<file path="src/hdl/gra_pkg.sv">
// Shared types and constants of the generational region allocator.
package gra_pkg;

  localparam logic [1:0]  OP_ALLOC     = 2'd0;
  localparam logic [1:0]  OP_CHECK     = 2'd1;
  localparam logic [1:0]  OP_FREE      = 2'd2;

  localparam logic [15:0] HEADER_BYTES = 16'd16;
  localparam logic [30:0] FIRST_GEN    = 31'd1;
  localparam logic [30:0] GEN_MAX      = 31'h7FFF_FFFF;
  localparam logic [15:0] CAP_RESET    = 16'd4096;

  typedef enum logic [1:0] {
    ST_OK        = 2'd0,
    ST_NO_ROOM   = 2'd1,
    ST_STALE     = 2'd2,
    ST_BAD_INDEX = 2'd3
  } status_e;

  typedef enum logic [1:0] {
    RES_PLAIN = 2'd0,
    RES_BUMP  = 2'd1,
    RES_REUSE = 2'd2
  } res_kind_e;

  typedef enum logic [2:0] {
    S_IDLE,
    S_DECODE,
    S_LOOKUP,
    S_SCAN,
    S_DONE
  } state_e;

  typedef struct packed {
    logic signed [31:0] gen;
    logic [15:0]        size;
    logic [15:0]        start;
  } entry_t;

  typedef struct packed {
    logic      capture;
    logic      bump_write;
    logic      free_write;
    logic      reuse_write;
    logic      lookup_issue;
    logic      scan_clear;
    logic      scan_issue;
    logic      res_load;
    res_kind_e res_kind;
    status_e   res_status;
    logic      out_load;
  } cmd_t;

  typedef struct packed {
    logic [1:0] op;
    logic       bump_fits;
    logic       table_full;
    logic       idx_bad;
    logic       hneg;
    logic       stale;
    logic       scan_more;
    logic       hit;
    logic       out_free;
  } sts_t;

endpackage

</file>
<file path="src/hdl/gra_ctrl.sv">
// Sequencing state machine of the generational region allocator.
module gra_ctrl
  import gra_pkg::*;
(
  input  logic clk_i,
  input  logic rst_ni,
  input  logic in_valid_i,
  output logic in_stall_o,
  input  sts_t sts_i,
  output cmd_t cmd_o
);

  state_e state_q, state_d;

  always_ff @(posedge clk_i or negedge rst_ni) begin
    if (!rst_ni) begin
      state_q <= S_IDLE;
    end else begin
      state_q <= state_d;
    end
  end

  always_comb begin
    state_d    = state_q;
    cmd_o      = '0;
    in_stall_o = (state_q != S_IDLE);
    unique case (state_q)
      S_IDLE: begin
        if (in_valid_i) begin
          cmd_o.capture = 1'b1;
          state_d       = S_DECODE;
        end
      end
      S_DECODE: begin
        unique case (sts_i.op)
          OP_ALLOC: begin
            if (sts_i.bump_fits) begin
              cmd_o.res_load = 1'b1;
              if (sts_i.table_full) begin
                cmd_o.res_status = ST_NO_ROOM;
              end else begin
                cmd_o.bump_write = 1'b1;
                cmd_o.res_kind   = RES_BUMP;
              end
              state_d = S_DONE;
            end else begin
              cmd_o.scan_clear = 1'b1;
              state_d          = S_SCAN;
            end
          end
          OP_CHECK: begin
            if (sts_i.hneg) begin
              cmd_o.res_load = 1'b1;
              state_d        = S_DONE;
            end else if (sts_i.idx_bad) begin
              cmd_o.res_load   = 1'b1;
              cmd_o.res_status = ST_BAD_INDEX;
              state_d          = S_DONE;
            end else begin
              cmd_o.lookup_issue = 1'b1;
              state_d            = S_LOOKUP;
            end
          end
          OP_FREE: begin
            if (sts_i.idx_bad) begin
              cmd_o.res_load   = 1'b1;
              cmd_o.res_status = ST_BAD_INDEX;
              state_d          = S_DONE;
            end else begin
              cmd_o.lookup_issue = 1'b1;
              state_d            = S_LOOKUP;
            end
          end
          default: begin
            cmd_o.res_load   = 1'b1;
            cmd_o.res_status = ST_BAD_INDEX;
            state_d          = S_DONE;
          end
        endcase
      end
      S_LOOKUP: begin
        cmd_o.res_load = 1'b1;
        if (sts_i.op == OP_CHECK) begin
          cmd_o.res_status = sts_i.stale ? ST_STALE : ST_OK;
        end else if (!sts_i.hneg && sts_i.stale) begin
          cmd_o.res_status = ST_STALE;
        end else begin
          cmd_o.free_write = 1'b1;
        end
        state_d = S_DONE;
      end
      S_SCAN: begin
        priority if (sts_i.hit) begin
          cmd_o.reuse_write = 1'b1;
          cmd_o.res_load    = 1'b1;
          cmd_o.res_kind    = RES_REUSE;
          state_d           = S_DONE;
        end else if (!sts_i.scan_more) begin
          cmd_o.res_load   = 1'b1;
          cmd_o.res_status = ST_NO_ROOM;
          state_d          = S_DONE;
        end else begin
          cmd_o.scan_issue = 1'b1;
        end
      end
      S_DONE: begin
        if (sts_i.out_free) begin
          cmd_o.out_load = 1'b1;
          state_d        = S_IDLE;
        end
      end
      default: begin
        state_d = S_IDLE;
      end
    endcase
  end

endmodule

</file>
<file path="config.mk">
export PLATFORM = sky130hd
export DESIGN_NAME = gra_ctrl
export DESIGN_NICKNAME = d
export VERILOG_FILES = /design/src/hdl/gra_pkg.sv /design/src/hdl/gra_ctrl.sv
export SDC_FILE = /design/constraint.sdc
export NUM_CORES = 1
export LEC_CHECK = 0
export BUFFER_PORTS_ARGS = -buffer_cell sky130_fd_sc_hd__buf_2
export CORE_AREA = 2 2 39 41
export DETAILED_ROUTE_END_ITERATION = 8
export DIE_AREA = 0 0 41 43
export PLACE_DENSITY = 0.58
export SYNTH_ARGS = -nofsm -noshare
export SYNTH_HDL_FRONTEND = slang
export SYNTH_SLANG_ARGS = --single-unit
</file>
<file path="constraint.sdc">
create_clock -name clk_i -period 1.49 [get_ports clk_i]
set_input_delay 0.149 -clock clk_i [delete_from_list [all_inputs] [get_ports clk_i]]
set_output_delay 0.149 -clock clk_i [all_outputs]
set_load 0.005 [all_outputs]
</file>
==> results.json <==
{
  "max_freq_mhz": 674,
  "die_h_um": 43,
  "arrival_ns": 1.33,
  "cts-root-buf": "clkbuf_4",
  "leakage_nw": 0.358,
  "power_density_nw_per_um2": 1130,
  "hold_violations": 0,
  "holdWs_ns": 0.244,
  "antenna_left": 0,
  "nets": 104,
  "grt_usage": 0.129,
  "synth_area_sq_um": 389,
  "largestRegisters": "state_q x3",
  "cpPeakStageDelay_ns": 0.45,
  "slew_viol_final": 0,
  "top_register": "state_q",
  "slew-limit-headroom": 0.770,
  "cts_buffer_depth": 2,
  "die_area_sq_um": 1760,
  "initial_core_util": 0.281,
  "gp_congestion": 0.743,
  "ys_ff_latch": 3,
  "first_iter_violations": 3,
  "worst_pin_slew_ns": 0.342,
  "fin_skew_ns": 0.00706,
  "port_buffers": 26,
  "vias_per_cell": 4.88,
  "syn_nets": 72,
  "diodes": 0,
  "ios": 27,
  "rows": 14,
  "grt_first_pass_wirelength_um": 1610,
  "grt_max_degree": 9,
  "fp.coreArea_sq_um": 1380,
  "synthCells": 55,
  "ir_drop_v": 0.000536,
  "fin_setup_tns_ns": 0,
  "finish.utilization": 0.477,
  "worstPathRequired_ns": 1.34,
  "grt_pass1_vias": 450,
  "setup_viol": 0,
  "hpwl_um": 858,
  "largest_reg_flops": 3,
  "routed_wl_um": 1160,
  "first_pass_iters": 4,
  "dieWidth_um": 41,
  "tritoncts": "yes",
  "clk_pin_slew_worst_paths_ns": 0.04,
  "drive_gt1_frac": 0.512,
  "clock_latency_ns": 0.24,
  "path_class": "register to output port",
  "cp-start-kind": "register",
  "cpLargestDelayFamily": "flip-flops",
  "syn_to_final_growth_pct": 69.8,
  "period_needed_ns": 1.48,
  "clkSinkCount": 3,
  "holdPathStages": 3,
  "wl_per_cell_um": 11.4,
  "path_cells": "nand2b_4, a2111oi_4, buf_2",
  "path_buf_inv": 1,
  "numCtsBuffers": 3,
  "vias": 498,
  "avgSynthCellArea_sq_um": 7.07,
  "htree_num_levels": 1,
  "worst-r2r-cell-count": 4,
  "drc": 0,
  "ys_warn_count": 0,
  "path_max_fanout": 6,
  "worst-path-stages": 3,
  "status": "complete, no violations",
  "fin_crit_sh": 0.996,
  "antenna_found_initial": 0,
  "ys_types": 25,
  "grt_remaining_overflow": 0,
  "drv_cap": 0,
  "place_inst": 95,
  "timing.reg2reg.setup_slack_ns": 0.22,
  "end_kind": "output port",
  "stdcell_count": 102,
  "ys_seq_area_frac": 0.193,
  "critPathSlowestCell": "dfrtp_2",
  "hold_path.class": "input port to register",
  "rsz0062_at_grt": "true"
}
==> layout make-up <==
type                       count  area [sq um]
multi-input combinational     42           344
timing repair buffer          29           161
sequential                     3          78.8
tap                           16          20.0
fill                         147           723
inverter                       8          30.0
clock buffer                   4          26.3
==> cells in the final DEF, fill, tap and decap left out, types with 2 or more instances in the layout <==
cell type and n:
nor2b_1 2, nor3_1 2, clkbuf_4 3, dfrtp_2 3, nor2_4 2, nor2_1 4
o21ai_0 3, buf_2 25, ha_1 4, buf_4 2, and3_1 4, a21oi_1 2
inv_1 8, nand4_1 2
==> metal layers <==
metal,track usage,part of all wire
met5,0,0
met1,0.141,0.41
met4,0.0200,0
met3,0.0471,0.079
met2,0.228,0.51
==> cell usage after synthesis <==
library cell,number,area share
buf_4,1,0.019
o31ai_1,1,0.019
nor4bb_1,1,0.026
nor2_1,6,0.058
and2_1,1,0.016
a31oi_1,2,0.032
o21ai_0,3,0.039
a21oi_1,2,0.026
ha_1,4,0.13
o211ai_1,1,0.019
a21boi_0,1,0.019
and3_1,4,0.064
nand4_1,2,0.032
nor3_1,2,0.026
a2111oi_0,1,0.023
nand2b_1,2,0.032
or2_2,1,0.016
nand3_1,1,0.013
buf_2,1,0.013
nand2_1,2,0.019
a311o_1,1,0.026
nor2b_1,2,0.032
dfrtp_1,3,0.19
or3_1,2,0.032
inv_1,8,0.077
==> path summary, 6_finish.rpt <==
path                                          end                    from
max in group asynchronous  state_q[1]$_DFFE_PN0P_                  rst_ni
hold reg to reg            state_q[2]$_DFFE_PN0P_  state_q[2]$_DFFE_PN0P_
hold / removal             state_q[2]$_DFFE_PN0P_                sts_i[0]
setup / recovery                        cmd_o[10]  state_q[2]$_DFFE_PN0P_
setup reg to reg           state_q[0]$_DFFE_PN0P_  state_q[1]$_DFFE_PN0P_
min in group asynchronous  state_q[2]$_DFFE_PN0P_                  rst_ni
==> timing repair <==
item | 4_1_cts | 5_1_grt
setup buffers | 2 | 0
hold buffers | 1 | 0
endpoints found under the hold margin | 3 | 0
gates resized for setup | 9 | 9
cloned | 0 | 0
pin swaps | 1 | 1
setup endpoints to repair | 7 | 7
==> kinds of logic (layout without fill, tap and decap cells) <==
group           Yosys count  in the layout  synth area share
simple gates             26             26             0.367
compound gates           12             12             0.203
buf+inv                  10             41             0.109
fa+ha+maj                 4              4             0.129
flops                     3              3             0.193
==> metrics by stage <==
| step | power (W) | area (sq um) | setup slack, ns |
|---|---|---|---|
| after floorplan | 0.000315 | 389 | 0.301 |
| after global placement | 0.000420 | 527 | 0.158 |
| after detailed placement | 0.000425 | 527 | 0.115 |
| after CTS | 0.000656 | 609 | -0.0218 |
| after global routing | 0.000812 | 661 | -0.0623 |
| final | 0.000744 | 661 | 0.00626 |
==> worst register-to-register path, stage by stage (launching register included) <==
cell     delay, ns
dfrtp_2       0.45
nor2b_1       0.17
nand4_1       0.13
inv_1         0.07
or3_1         0.33
==> power by group <==
part	internal [W]	switching [W]	total [W]
Sequential	0.000114	0.0000641	0.000178
Clock	0.000101	0.0000454	0.000146
Combinational	0.000235	0.000185	0.000420
Power figures use the tool's default switching activity.
